<file path="src/rtl/swg_pkg.sv">
`default_nettype none
// ----------------------------------------------------------------------------
// swg_pkg - shared types and constants for the swipe gesture counter
// Sample and tally widths, heading and axis codes, result formatting.
// ----------------------------------------------------------------------------
package swg_pkg;

    localparam int SAMPLE_BITS  = 16;   // 8 .. 16
    localparam int TALLY_BITS   = 8;    // 4 .. 16
    localparam int READING_BITS = 16;
    localparam int THRESH_BITS  = 16;
    localparam int TOTAL_BITS   = 8;

    localparam logic [THRESH_BITS-1:0] THRESH_RESET = THRESH_BITS'(105);

    // compare width: wide enough for prior plus threshold without overflow
    localparam int CMP_BITS   = ((SAMPLE_BITS > THRESH_BITS) ? SAMPLE_BITS : THRESH_BITS) + 1;
    localparam int TOTAL_EXT  = (TALLY_BITS > TOTAL_BITS) ? TALLY_BITS : TOTAL_BITS;

    typedef logic [SAMPLE_BITS-1:0] t_sample;
    typedef logic [TALLY_BITS-1:0]  t_tally;

    typedef enum logic [1:0] {
        HEAD_NONE = 2'd0,
        HEAD_UP   = 2'd1,
        HEAD_DOWN = 2'd2
    } t_head;

    typedef enum logic [1:0] {
        AXIS_NONE = 2'd0,
        AXIS_X    = 2'd1,
        AXIS_Y    = 2'd2
    } t_axis;

    // low TOTAL_BITS of the tally, zero-extended when the tally is narrower
    function automatic logic [TOTAL_BITS-1:0] to_total(input t_tally tally);
        logic [TOTAL_EXT-1:0] ext;
        ext = TOTAL_EXT'(tally);
        return ext[TOTAL_BITS-1:0];
    endfunction

endpackage
`default_nettype wire

</file>
<file path="src/rtl/swg_axis_class.sv">
`default_nettype none
// ----------------------------------------------------------------------------
// swg_axis_class - movement classifier for one slider axis
// Rising when now exceeds before plus threshold, falling when now is below
// before minus threshold, otherwise still.
// ----------------------------------------------------------------------------
module swg_axis_class
    import swg_pkg::*;
(
    input  wire t_sample                 i_now,
    input  wire t_sample                 i_before,
    input  wire logic [THRESH_BITS-1:0]  i_thresh,
    output t_head                        o_head
);

    logic [CMP_BITS-1:0] now_w;
    logic [CMP_BITS-1:0] before_w;
    logic [CMP_BITS-1:0] thresh_w;
    logic                rising;
    logic                falling;

    assign now_w    = CMP_BITS'(i_now);
    assign before_w = CMP_BITS'(i_before);
    assign thresh_w = CMP_BITS'(i_thresh);

    // now < before - thresh rewritten as now + thresh < before: no negatives
    assign rising  = now_w > (before_w + thresh_w);
    assign falling = (now_w + thresh_w) < before_w;

    always_comb begin
        if (rising) begin
            o_head = HEAD_UP;
        end else if (falling) begin
            o_head = HEAD_DOWN;
        end else begin
            o_head = HEAD_NONE;
        end
    end

endmodule
`default_nettype wire

</file>
<file path="src/rtl/swipe_gesture_counter.sv">
`default_nettype none
// ----------------------------------------------------------------------------
// swipe_gesture_counter - counts repeated swipes on a two-axis touch slider
// Classifies each reading pair per axis, tracks the active axis and heading,
// and outputs a result per beat: the swipe count at a direction reversal, else zero.
// ----------------------------------------------------------------------------
//  channel   handshake                  payload
//  input     i_in_valid / o_in_stall    i_x_reading, i_y_reading
//  output    o_out_valid / i_out_stall  o_swipe_total
//  config    i_cfg_we                   i_cfg_data (move threshold)
//
//  One beat per cycle sustained while the output is not stalled; a beat passes
//  the input register, then classify/update logic into the state and result registers.
//  Reset clears the pipeline valids, the axis state and loads threshold 105.
//  A stalled output holds the result register; the input register still
//  loads when empty, then o_in_stall rises until the output drains.
// ----------------------------------------------------------------------------
module swipe_gesture_counter
    import swg_pkg::*;
(
    input  wire logic                     i_clk,
    input  wire logic                     i_rst_n,
    input  wire logic                     i_cfg_we,
    input  wire logic [THRESH_BITS-1:0]   i_cfg_data,
    input  wire logic                     i_in_valid,
    output logic                          o_in_stall,
    input  wire logic [READING_BITS-1:0]  i_x_reading,
    input  wire logic [READING_BITS-1:0]  i_y_reading,
    output logic                          o_out_valid,
    input  wire logic                     i_out_stall,
    output logic [TOTAL_BITS-1:0]         o_swipe_total
);

    logic [THRESH_BITS-1:0] r_thresh;
    logic                   r_in_valid;
    t_sample                r_x;
    t_sample                r_y;
    logic                   r_out_valid;
    logic [TOTAL_BITS-1:0]  r_total;

    t_sample r_prior_x, n_prior_x;
    t_sample r_prior_y, n_prior_y;
    t_head   r_head_x,  n_head_x;
    t_head   r_head_y,  n_head_y;
    t_tally  r_tally,   n_tally;
    t_axis   r_axis,    n_axis;
    t_tally  n_report;

    t_head   dx;
    t_head   dy;
    t_axis   axis;
    t_head   dir;
    t_head   head;
    logic    advance;
    logic    fire;
    logic    in_take;

    // output register free or being drained this cycle
    assign advance    = !(r_out_valid && i_out_stall);
    assign fire       = r_in_valid && advance;
    assign o_in_stall = r_in_valid && !advance;
    assign in_take    = i_in_valid && !o_in_stall;

    swg_axis_class u_class_x (
        .i_now    (r_x),
        .i_before (r_prior_x),
        .i_thresh (r_thresh),
        .o_head   (dx)
    );

    swg_axis_class u_class_y (
        .i_now    (r_y),
        .i_before (r_prior_y),
        .i_thresh (r_thresh),
        .o_head   (dy)
    );

    always_comb begin
        n_prior_x = r_x;
        n_prior_y = r_y;
        n_head_x  = r_head_x;
        n_head_y  = r_head_y;
        n_tally   = r_tally;
        n_axis    = r_axis;
        n_report  = '0;
        axis      = AXIS_NONE;
        dir       = (r_axis == AXIS_X) ? dx : dy;
        head      = (r_axis == AXIS_X) ? r_head_x : r_head_y;

        if (dx != HEAD_NONE && dy == HEAD_NONE) begin
            axis = AXIS_X;
        end else if (dy != HEAD_NONE && dx == HEAD_NONE) begin
            axis = AXIS_Y;
        end else begin
            axis = AXIS_NONE;
        end

        if (dx != HEAD_NONE || dy != HEAD_NONE) begin
            if (axis != r_axis) begin
                // axis change: restart count, record both directions
                n_tally  = '0;
                n_axis   = axis;
                n_head_x = dx;
                n_head_y = dy;
            end else if (axis == AXIS_NONE) begin
                // diagonal again: drop the count, keep the headings
                n_tally = '0;
            end else begin
                if (dir != head && head != HEAD_NONE) begin
                    n_report = r_tally;
                    n_tally  = '0;
                end else begin
                    n_tally = r_tally + t_tally'(1);
                end
                if (axis == AXIS_X) begin
                    n_head_x = dir;
                end else begin
                    n_head_y = dir;
                end
            end
        end
    end

    always_ff @(posedge i_clk) begin
        if (!i_rst_n) begin
            r_thresh    <= THRESH_RESET;
            r_in_valid  <= 1'b0;
            r_out_valid <= 1'b0;
            r_prior_x   <= '0;
            r_prior_y   <= '0;
            r_head_x    <= HEAD_NONE;
            r_head_y    <= HEAD_NONE;
            r_tally     <= '0;
            r_axis      <= AXIS_NONE;
        end else begin
            if (i_cfg_we) begin
                r_thresh <= i_cfg_data;
            end
            if (in_take) begin
                r_in_valid <= 1'b1;
            end else if (fire) begin
                r_in_valid <= 1'b0;
            end
            if (advance) begin
                r_out_valid <= r_in_valid;
            end
            if (fire) begin
                r_prior_x <= n_prior_x;
                r_prior_y <= n_prior_y;
                r_head_x  <= n_head_x;
                r_head_y  <= n_head_y;
                r_tally   <= n_tally;
                r_axis    <= n_axis;
            end
        end
    end

    always_ff @(posedge i_clk) begin
        if (in_take) begin
            r_x <= i_x_reading[SAMPLE_BITS-1:0];
            r_y <= i_y_reading[SAMPLE_BITS-1:0];
        end
        if (fire) begin
            r_total <= to_total(n_report);
        end
    end

    assign o_out_valid   = r_out_valid;
    assign o_swipe_total = r_total;

    // no axis selected means the count has been dropped
    a_none_clears: assert property (@(posedge i_clk) disable iff (!i_rst_n)
        r_axis == AXIS_NONE |-> r_tally == '0)
        else $error("tally nonzero with no axis selected");

    // a selected axis always carries a direction on that axis
    a_x_heading: assert property (@(posedge i_clk) disable iff (!i_rst_n)
        r_axis == AXIS_X |-> r_head_x != HEAD_NONE)
        else $error("X axis selected without X heading");

    a_y_heading: assert property (@(posedge i_clk) disable iff (!i_rst_n)
        r_axis == AXIS_Y |-> r_head_y != HEAD_NONE)
        else $error("Y axis selected without Y heading");

    // input side stalls only when a beat is stuck in the input register
    a_stall_full: assert property (@(posedge i_clk) disable iff (!i_rst_n)
        o_in_stall |-> r_in_valid && r_out_valid && i_out_stall)
        else $error("input stalled while pipeline can move");

    // a taken input beat shows up on the output in the cycle after it leaves stage one
    a_fire_out: assert property (@(posedge i_clk) disable iff (!i_rst_n)
        fire |=> r_out_valid)
        else $error("processed beat lost");

endmodule
`default_nettype wire
</file>
<file path="config.mk">
export PLATFORM = sky130hd
export DESIGN_NAME = swipe_gesture_counter
export DESIGN_NICKNAME = d
export VERILOG_FILES = /design/src/rtl/swg_pkg.sv /design/src/rtl/swg_axis_class.sv /design/src/rtl/swipe_gesture_counter.sv
export SDC_FILE = /design/constraint.sdc
export NUM_CORES = 1
export LEC_CHECK = 0
export ABC_AREA = 1
export BUFFER_PORTS_ARGS = -buffer_cell sky130_fd_sc_hd__buf_2
export CAP_MARGIN = 20
export CORE_ASPECT_RATIO = 1.75
export CORE_MARGIN = 2
export CORE_UTILIZATION = 31
export DETAILED_ROUTE_END_ITERATION = 6
export GPL_TIMING_DRIVEN = 0
export SLEW_MARGIN = 10
export SYNTH_ARGS = -nofsm -noshare
export SYNTH_HDL_FRONTEND = slang
export SYNTH_SLANG_ARGS = --single-unit
</file>
<file path="constraint.sdc">
create_clock -name i_clk -period 4 [get_ports i_clk]
set_input_delay 1.2 -clock i_clk [delete_from_list [all_inputs] [get_ports i_clk]]
set_output_delay 1.2 -clock i_clk [all_outputs]
set_load 0.005 [all_outputs]
</file>
After elaboration in Yosys (flattened, before gate mapping)

Index checks and enable logic that the tools add are counted.

Output and inout bits: 10
Logic and storage cells: 71
Input port bits: 53
Register bits after elaboration: 104

Reductions and logical operators: 23
Mux-type cells: 19
Magnitude comparators: 4
Eq/ne operators: 6
$add $sub $neg: 5
Bitwise logic cells: 2

Operators by type and width:

| cell                                                                  | number |
|---|---|
| 16-bit by 16-bit adder with 17-bit output                             | 4 |
| 16-bit by 17-bit > comparator with 1-bit output                       | 2 |
| 17-bit by 16-bit less-than comparator with 1-bit output               | 2 |
| 2-bit two-way mux                                                     | 14 |
| 8-bit two-way mux                                                     | 3 |
| 2-bit nonzero test                                                    | 5 |
| 8-bit by 1-bit adder with 8-bit output, second input constant         | 1 |
| 4-bit AND reduction                                                   | 2 |
| 1-bit logical AND                                                     | 7 |
| 2-bit logical NOT                                                     | 3 |
| 2-bit by 1-bit equality test with 1-bit output, second input constant | 2 |
| 2-bit inequality test                                                 | 2 |
| 2-bit inequality test, second input constant                          | 2 |
| 4-bit OR reduction                                                    | 1 |
| 3-bit AND reduction                                                   | 1 |
| 1-bit logical NOT                                                     | 2 |
| 1-bit two-way mux                                                     | 2 |
| 1-bit inverter                                                        | 2 |
| 2-bit AND reduction                                                   | 1 |
| 1-bit logical OR                                                      | 1 |

Depth between registers and ports, before layout

Gate-level depths: netlist of run 1.

Depth in word-level cells: 12
Gate-level depth with buffers: 31
Mapped depth without buffers: 31

Hierarchy

From an unflattened synthesis of run 1, not the netlist that was laid out.

Cells, all modules: 1138
Area, all modules: 8518.2 µm²

By module, submodules not included:

| module                     | instances | cells each | area each (µm²) |
|---|---|---|---|
| swipe_gesture_counter      | 1         | 403        | 3878.7 |
| swg_axis_class (u_class_y) | 1         | 366        | 2326.0 |
| swg_axis_class (u_class_x) | 1         | 369        | 2313.5 |

Worst setup path after synthesis of run 1

No wires, ideal clock.

Kind: register to register
From: register r_thresh[1]
To: register r_total[0] (netlist: o_swipe_total[0]), data pin
Clock period less this slack: 4.332 ns
Buffers on the path: 0
Data required time: 3.863 ns
Slack: -0.332 ns
Cell stages (with the launch flop): 29
Data arrival time: 4.195 ns
Path through: dfxtp_1 > inv_1 > fa_1 > nand3b_1 > nand2_1 > a21oi_2 > o21ai_2 > nor3b_1 > nor2_1 > xor2_1 > inv_1 > ha_1 > nand2_1 > nor2_1 > a211oi_1 > nand2_1 > nand2_1 > nand2_1 > a21oi_2 > inv_1 > nand2_1 > inv_1 > ha_1 > xnor2_1 > and3_1 > inv_1 > nor3_1 > nand2_4 > nor2_2

Word-level cells in the longest chain between the ends: 10

Ends and longest elaborated chain:

| element                                                    | RTL line                                                  | text |
|---|---|---|
| start, declared                                            | swipe_gesture_counter.sv:34                               | `logic [THRESH_BITS-1:0] r_thresh;` |
| start signal, assigned                                     | swipe_gesture_counter.sv:137                              | `r_thresh <= i_cfg_data;` |
| 16-bit by 16-bit adder with 17-bit output                  | swg_axis_class.sv:28                                      | `assign falling = (now_w + thresh_w) < before_w;` |
| 17-bit by 16-bit less-than comparator with 1-bit output    | swg_axis_class.sv:28                                      |  |
| 2-bit two-way mux                                          | swg_axis_class.sv:33                                      | `end else if (falling) begin` |
| 2-bit two-way mux                                          | swg_axis_class.sv:31                                      | `if (rising) begin` |
| 2-bit nonzero test or 2-bit logical NOT (tied branches)    | swipe_gesture_counter.sv:92                               | `end else if (dy != HEAD_NONE && dx == HEAD_NONE) begin` |
| 1-bit logical AND                                          | swipe_gesture_counter.sv:92                               |  |
| 2-bit two-way mux                                          | swipe_gesture_counter.sv:92                               |  |
| 2-bit two-way mux (*)                                      | swipe_gesture_counter.sv:90                               | `if (dx != HEAD_NONE && dy == HEAD_NONE) begin` |
| net axis[1]                                                | swipe_gesture_counter.sv:51                               | `t_axis axis;` |
| 2-bit inequality test or 2-bit logical NOT (tied branches) | swipe_gesture_counter.sv:99, swipe_gesture_counter.sv:105 |  |
| 4-bit OR reduction (no line) (*)                           | -                                                         |  |
| end signal, assigned                                       | swipe_gesture_counter.sv:164                              | `r_total <= to_total(n_report);` |
| end, declared                                              | swipe_gesture_counter.sv:39                               | `logic [TOTAL_BITS-1:0] r_total;` |

The timed path passes the listed nets; every way through them passes the cells marked *.
A chain may end at the register's enable or synchronous reset.

Worst setup path after layout of run 1

From: register r_thresh[0]
To: register r_total[4] (netlist: o_swipe_total[4]), data pin

Same word-level chain as after synthesis.

==> impl_metrics.json, run 1 <==
{
  "peakVddDrop_uv": 229,
  "synthesis.area_mm2": 0.00811,
  "critical_path_arrival_ns": 4.54,
  "p_switching_mw": 1.42,
  "path_class": "flip-flop to flip-flop",
  "worstPathRequired_ns": 4.24,
  "synthToLayoutAreaGrowth_pct": 23.0,
  "design.die.area_mm2": 0.0275,
  "row_count": 78,
  "cts.reportedPaths.clkPinSlew_ns": 0.07,
  "maxSlewHeadroom_pct": 44.1,
  "power.share.clock_pct": 23.6,
  "crit_top_cell": "sky130_fd_sc_hd__nand2_4",
  "cellInternalPower_mw": 2.29,
  "synth_top_cell_area_share_pct": 20.2,
  "yosysUniqueCellTypes": 43,
  "power_density_mw_per_mm2": 372,
  "num_antenna_cells": 0,
  "timing.critical_path.slowest_stage_cell": "sky130_fd_sc_hd__dfxtp_4",
  "cts_hold_repair.buffers": 0,
  "avgViaCountPerCell": 4.96,
  "p_sw_share_pct": 38.4,
  "maxSlewViolCount": 0,
  "fmaxAchievable_mhz": 232,
  "stdcell_area_mm2": 0.00997,
  "ys.flop_type": "sky130_fd_sc_hd__dfxtp_1",
  "synth_async_sr_flop_share_pct": 0,
  "grt_setup_unrepaired": "true",
  "final_layout_size_suffix_gt1_share_pct": 21.9,
  "post-synth-top-area-cell": "sky130_fd_sc_hd__ha_1",
  "path_max_fanout": 8,
  "fin_total_pwr_mw": 3.71,
  "instances_no_fill": 1470,
  "io_buffer_count": 61,
  "clock_skew_ns": 0.00970,
  "fp.dieH_um": 218,
  "detail-route-antenna-nets": 0,
  "final.period_utilization_pct": 108,
  "crit_path_end_kind": "flip-flop",
  "grt_pass1_vias": 7105,
  "synth_nets": 1222,
  "antenna_found_initial": 1,
  "tritoncts": "done",
  "startpoint_type": "flip-flop",
  "synth.most_common_cell": "sky130_fd_sc_hd__nand2_1",
  "final_nets": 1333,
  "post_dp_cell_area_mm2": 0.00888,
  "floorplan.die.width_um": 126,
  "final_worst_path_setup_slack_ns": -0.306,
  "final_util_pct": 38.6,
  "grt_max_degree": 33,
  "initial_core_util_pct": 31.3,
  "cts_root_buf": "sky130_fd_sc_hd__clkbuf_16",
  "number_of_setup_violations_in_the_final_report": 20,
  "syn-instance-count": 1034,
  "place_worst_setup_slack_ns": -0.745,
  "clkSinkCount": 104,
  "pwr-share-comb_pct": 42.5,
  "netlist_top_cells_area": "sky130_fd_sc_hd__ha_1, sky130_fd_sc_hd__dfxtp_1, sky130_fd_sc_hd__edfxtp_1",
  "route.detailed.drc": 0,
  "first_pass_iters": 5,
  "htreeDepth": 3,
  "worst_slew_pin_slew_ns": 0.838,
  "finalWeightedCongestion": 0.863,
  "p_leak_nw": 4.49,
  "finalWorstPathRequiredPeriod_ns": 4.31,
  "wl_per_cell_um": 15.4,
  "core_area_mm2": 0.0259,
  "grt.total_usage_pct": 16.6,
  "tritoncts.num_buffers": 9,
  "synth.avg_cell_area_um2": 7.84,
  "netlist_top_cells_count": "sky130_fd_sc_hd__nand2_1, sky130_fd_sc_hd__ha_1, sky130_fd_sc_hd__inv_1, sky130_fd_sc_hd__a21oi_1, sky130_fd_sc_hd__nor2_1",
  "crit_path_max_incr_delay_ns": 0.38,
  "totalWireLength_um": 22600,
  "synth_warnings": 0,
  "global_route.overflow_total": 0,
  "worstSkewPairLatency_ns": 0.37,
  "holdCritPathClass": "flip-flop to flip-flop",
  "first_iter_violations": 294,
  "synth_enable_flop_cells": 40,
  "grt_first_pass_wirelength_um": 35500,
  "timing.final.hold_violations": 0,
  "sequential_cell_fraction_of_total_power_pct": 34.0,
  "top_level_ports": 63,
  "cell_count_after_placement": 1415,
  "proportion_of_synthesized_chip_area_in_sequential_cells_pct": 30.6,
  "ctsLongestPathBuffers": 2,
  "number_of_maximum_capacitance_violations": 0,
  "synth-seq-cells": 104,
  "route.vias.total": 7296,
  "violations": "setup timing",
  "outcome": "finished, violations left",
  "hpwl_after_detailed_placement_um": 17700
}
power by group through the flow:
| stage | Clock [mW] | Combinational (mW) | Sequential, mW |
|---|---|---|---|
| after floorplan | 0 | 1.00 | 1.24 |
| after global placement | 0 | 1.25 | 1.28 |
| after global routing | 0.934 | 1.78 | 1.27 |
| after detailed placement | 0 | 1.28 | 1.28 |
| after CTS | 0.892 | 1.44 | 1.26 |
| final | 0.875 | 1.58 | 1.26 |
through the flow:
step           TNS (ns)  hold slack [ns]
6_report          -4.74            0.490
5_1_grt           -9.27            0.524
4_1_cts           -5.71            0.493
3_5_place_dp     -14.07            0.481
3_3_place_gp     -13.32            0.473
2_1_floorplan   -0.0894            0.453
layout make-up:
cell class	instances	area, um^2
Tap cell	320	400
Sequential cell	104	2500
Inverter	138	534
Clock inverter	5	32.5
Multi-Input combinational cell	776	5580
Buffer	16	71.3
Fill cell	2635	15900
Timing Repair Buffer	100	609
Clock buffer	11	243
critical path: cells and delay by family, from the launching register on:
kind            cells  cell delay, ns
compound gates      4            0.66
xor+xnor            2            0.25
fa+ha+maj           4            1.00
buf+inv             4            0.36
flops               1            0.38
simple gates       14            1.50
state kept, by name, summed over array words and instances (netlist names), 2 cells and up:
register       count
n_prior_y         16
n_prior_x         16
r_head_x           2
r_head_y           2
r_tally            8
r_axis             2
r_prior_x         16
o_swipe_total      8
r_thresh          16
r_prior_y         16
repair_timing:
action | in CTS | in global routing
resized for setup | 73 | 56
setup endpoints to repair | 22 | 22
pin swaps | 36 | 56
buffers inserted | 19 | 22
worst paths after layout:
kind         slack [ns]          endpoint           from  depth (start not counted)
max               -0.31  o_swipe_total[4]    r_thresh[0]                         28
min                0.49     r_prior_y[13]  r_prior_y[13]                          2
max reg2reg       -0.31  o_swipe_total[4]    r_thresh[0]                         28
min reg2reg        0.49     r_prior_y[13]  r_prior_y[13]                          2
layer usage:
metal / routed length [um] / part of all wire [%] / GRT usage, % / vias to the layer above
met5: 9 / 0.040 / 0 / -
met4: 1200 / 5.3 / 9.23 / 2
met3: 727 / 3.2 / 2.18 / 61
met2: 12300 / 54 / 31.8 / 158
met1: 8390 / 37 / 16.9 / 3364
li1: - / - / - / 3711
kinds of logic after synthesis:
family	after synthesis	share of synthesized area, %
and+or+nand+nor	351	18.7
buffers and inverters	154	7.13
AOI/OAI and AO/OA	233	16.1
adders and majority gates	135	21.2
DFF	104	30.6
xor gates and xnor gates	57	6.16
cells in the final DEF (no fill, tap or decap), types with 5 or more instances in the layout:
master	Yosys	final
sky130_fd_sc_hd__nand2_1	191	175
sky130_fd_sc_hd__inv_1	129	121
sky130_fd_sc_hd__ha_1	131	115
sky130_fd_sc_hd__a21oi_1	115	104
sky130_fd_sc_hd__nor2_1	71	61
sky130_fd_sc_hd__buf_2	0	61
sky130_fd_sc_hd__dfxtp_1	64	57
sky130_fd_sc_hd__o21ai_0	63	54
sky130_fd_sc_hd__edfxtp_1	40	40
sky130_fd_sc_hd__nand3_1	40	38
sky130_fd_sc_hd__buf_4	0	36
sky130_fd_sc_hd__xor2_1	34	34
sky130_fd_sc_hd__xnor2_1	23	22
sky130_fd_sc_hd__nor2_2	10	17
sky130_fd_sc_hd__clkbuf_1	16	16
sky130_fd_sc_hd__ha_4	0	15
sky130_fd_sc_hd__a21oi_2	6	13
sky130_fd_sc_hd__nor3_1	17	13
sky130_fd_sc_hd__nand2_2	2	11
sky130_fd_sc_hd__inv_2	7	10
sky130_fd_sc_hd__o21ai_1	9	10
sky130_fd_sc_hd__nand2_4	3	10
sky130_fd_sc_hd__o21ai_2	2	9
sky130_fd_sc_hd__a31oi_1	9	9
sky130_fd_sc_hd__clkbuf_16	0	9
sky130_fd_sc_hd__a21o_1	8	8
sky130_fd_sc_hd__a21oi_4	2	6
sky130_fd_sc_hd__nand3_2	3	5
Note: power is estimated with default switching activity, not from simulation.
==> run 2, diff against run 1 <==
--- a/config.mk
+++ b/config.mk
@@ -12,7 +12,6 @@
 export CORE_MARGIN = 2
 export CORE_UTILIZATION = 31
 export DETAILED_ROUTE_END_ITERATION = 6
-export GPL_TIMING_DRIVEN = 0
 export SLEW_MARGIN = 10
 export SYNTH_ARGS = -nofsm -noshare
 export SYNTH_HDL_FRONTEND = slang
==> run 2 against run 1 <==
The run still ends with setup timing left. Sequential share of layout area fell by 2.2 points. Clock-buffer cell count decreased by 2. Total power grew 9.8%. Global-route usage is 1.1 points higher. Sequential power about the same. Routed wire length up 6.7%. Worst setup slack worse by 0.070 ns. Final cell count increased by 7.8%. Maximum frequency down 1.6%. Flip-flop and latch count unchanged.
==> impl_metrics.json, run 2 (synthesis gave the netlist of run 1 again) <==
{
  "wl_per_cell_um": 15.2,
  "worstSkewPairLatency_ns": 0.38,
  "endpoint": "r_head_x[0]",
  "m1WireLength_um": 8630,
  "tritoncts.num_buffers": 9,
  "critical_path_arrival_ns": 4.67,
  "leading_cell_type_in_the_layout_fill_and_taps_excluded": "sky130_fd_sc_hd__nand2_1",
  "floorplan.die.width_um": 126,
  "finalWeightedCongestion": 0.893,
  "final_layout_size_suffix_gt1_share_pct": 30.3,
  "multiInputGateArea_mm2": 0.00555,
  "num_antenna_cells": 0,
  "cts_hold_repair.buffers": 0,
  "grt_max_degree": 57,
  "outcome": "finished, violations left",
  "io_buffer_count": 62,
  "htreeDepth": 3,
  "crit_path_end_kind": "flip-flop",
  "initial_core_util_pct": 31.3,
  "number_of_setup_violations_in_the_final_report": 22,
  "design.die.area_mm2": 0.0275,
  "routed-wl-met3_um": 842,
  "number_of_maximum_capacitance_violations": 0,
  "grt_pass1_vias": 7787,
  "route.vias.total": 7733,
  "timing.final.hold_violations": 0,
  "global_route.overflow_total": 0,
  "fin_worst_hold_slack_ns": 0.492,
  "final.period_utilization_pct": 109,
  "tritoncts": "done",
  "grt_setup_unrepaired": "true",
  "cts_root_buf": "sky130_fd_sc_hd__clkbuf_16",
  "worst_setup_path_startpoint": "r_thresh[0]",
  "maxSlewViolCount": 0,
  "detail-route-antenna-nets": 0,
  "startpoint_type": "flip-flop",
  "worstPathRequired_ns": 4.29,
  "path_class": "flip-flop to flip-flop",
  "core_area_mm2": 0.0259,
  "fillers": 2548,
  "path_max_fanout": 4,
  "maxSlewHeadroom_pct": 60.8,
  "antenna_found_initial": 1,
  "finalWorstPathRequiredPeriod_ns": 4.38,
  "reg2reg_from": "r_thresh[0]",
  "hpwl_after_detailed_placement_um": 19100,
  "place_worst_setup_slack_ns": -0.482,
  "synthToLayoutAreaGrowth_pct": 34.5,
  "ff2ff_setup_slack_ns": -0.38,
  "clock_skew_ns": 0.0105,
  "area.sequential_mm2": 0.00249,
  "final_nets": 1447,
  "route.met2.wl_um": 13200,
  "highest-signal-layer": "met5",
  "clkSinkCount": 104,
  "stdcell_area_mm2": 0.0109,
  "worst_slew_pin_slew_ns": 0.588,
  "first_pass_iters": 4,
  "route.detailed.drc": 0,
  "cts.reportedPaths.clkPinSlew_ns": 0.08,
  "top_level_ports": 63,
  "worst_reg2reg_path_endpoint": "r_head_x[0]",
  "grt_first_pass_wirelength_um": 37800,
  "final_util_pct": 42.1,
  "avgViaCountPerCell": 4.88,
  "post_dp_cell_area_mm2": 0.00998,
  "holdCritPathClass": "flip-flop to flip-flop",
  "first_iter_violations": 348,
  "instances_no_fill": 1584,
  "highest_count_cells_in_the_layout_ignoring_fill_and_taps": "sky130_fd_sc_hd__nand2_1, sky130_fd_sc_hd__buf_4, sky130_fd_sc_hd__inv_1, sky130_fd_sc_hd__ha_1, sky130_fd_sc_hd__a21oi_1",
  "p_leak_nw": 5.13,
  "peakVddDrop_uv": 383,
  "fmaxAchievable_mhz": 229,
  "reg2regPathDepth": 30,
  "violations": "setup timing",
  "totalWireLength_um": 24100,
  "power_density_mw_per_mm2": 374,
  "row_count": 78,
  "final_worst_path_setup_slack_ns": -0.376,
  "ctsLongestPathBuffers": 2,
  "crit_path_max_incr_delay_ns": 0.37,
  "fp.dieH_um": 218,
  "cell_count_after_placement": 1551,
  "timing.critical_path.slowest_stage_cell": "sky130_fd_sc_hd__fa_2",
  "grt.total_usage_pct": 17.6
}
## run 2: changes by cell type in the layout (fill, tap and decap cells not counted), sizes merged
| cell | change |
|---|---|
| buf | +129 |
| inv | +1 |
| clkinv | -1 |
| clkinvlp | +1 |
| clkbuf | -17 |
| bufinv | +1 |
## run 2: per-stage QoR
| step | total power [mW] | TNS, ns |
|---|---|---|
| final | 4.07 | -6.10 |
| after floorplan | 2.24 | -0.0894 |
| after detailed placement | 2.87 | -8.31 |
| after global routing | 4.36 | -11.00 |
| after global placement | 2.84 | -7.04 |
| after CTS | 3.95 | -5.64 |
## run 2: per-layer routing
layer	vias up	track usage, %
met4	2	9.93
met2	164	34.8
met1	3552	16.8
met3	76	2.94
li1	3939	-
met5	-	0
## run 2: where the power goes
part	leakage, nW	internal, mW	switching [mW]
Clock	0.150	0.499	0.468
Combinational	4.06	0.864	0.995
Sequential	0.922	1.18	0.0734
Total	5.13	2.54	1.54
## run 2: area by class of cell
class,count,area share [%]
flip-flops and latches,104,22.9
inverters,138,4.86
well taps,320,3.67
clock inverters,7,0.792
clock buffers,9,2.07
repair buffers,230,14.9
multi-input cells,776,50.9
## run 2: worst min-delay path by stage
stage / slack (ns) / from / cells after the start / end
2_1_floorplan: 0.45 / r_prior_x[10] / 2 / r_prior_x[10]
3_3_place_gp: 0.47 / r_tally[1] / 2 / r_tally[1]
3_5_place_dp: 0.48 / r_prior_x[3] / 2 / r_prior_x[3]
4_1_cts: 0.49 / r_prior_x[3] / 2 / r_prior_x[3]
5_1_grt: 0.52 / r_prior_x[15] / 2 / r_prior_x[15]
6_report: 0.49 / r_prior_x[3] / 2 / r_prior_x[3]
## run 2: critical path, delay by kind of cell, from the launching register on
kind,cells,cell delay (ns)
DFF,1,0.36
and+or+nand+nor,9,0.92
adders and majority gates,4,0.97
xor gates and xnor gates,2,0.28
buffers and inverters,8,0.66
AOI/OAI and AO/OA,7,1.08
## run 2: what timing repair did
action / in CTS / in global routing
gates resized for setup: 51 / 71
pin swaps: 35 / 26
setup buffers: 9 / 8
setup endpoints to repair: 22 / 22
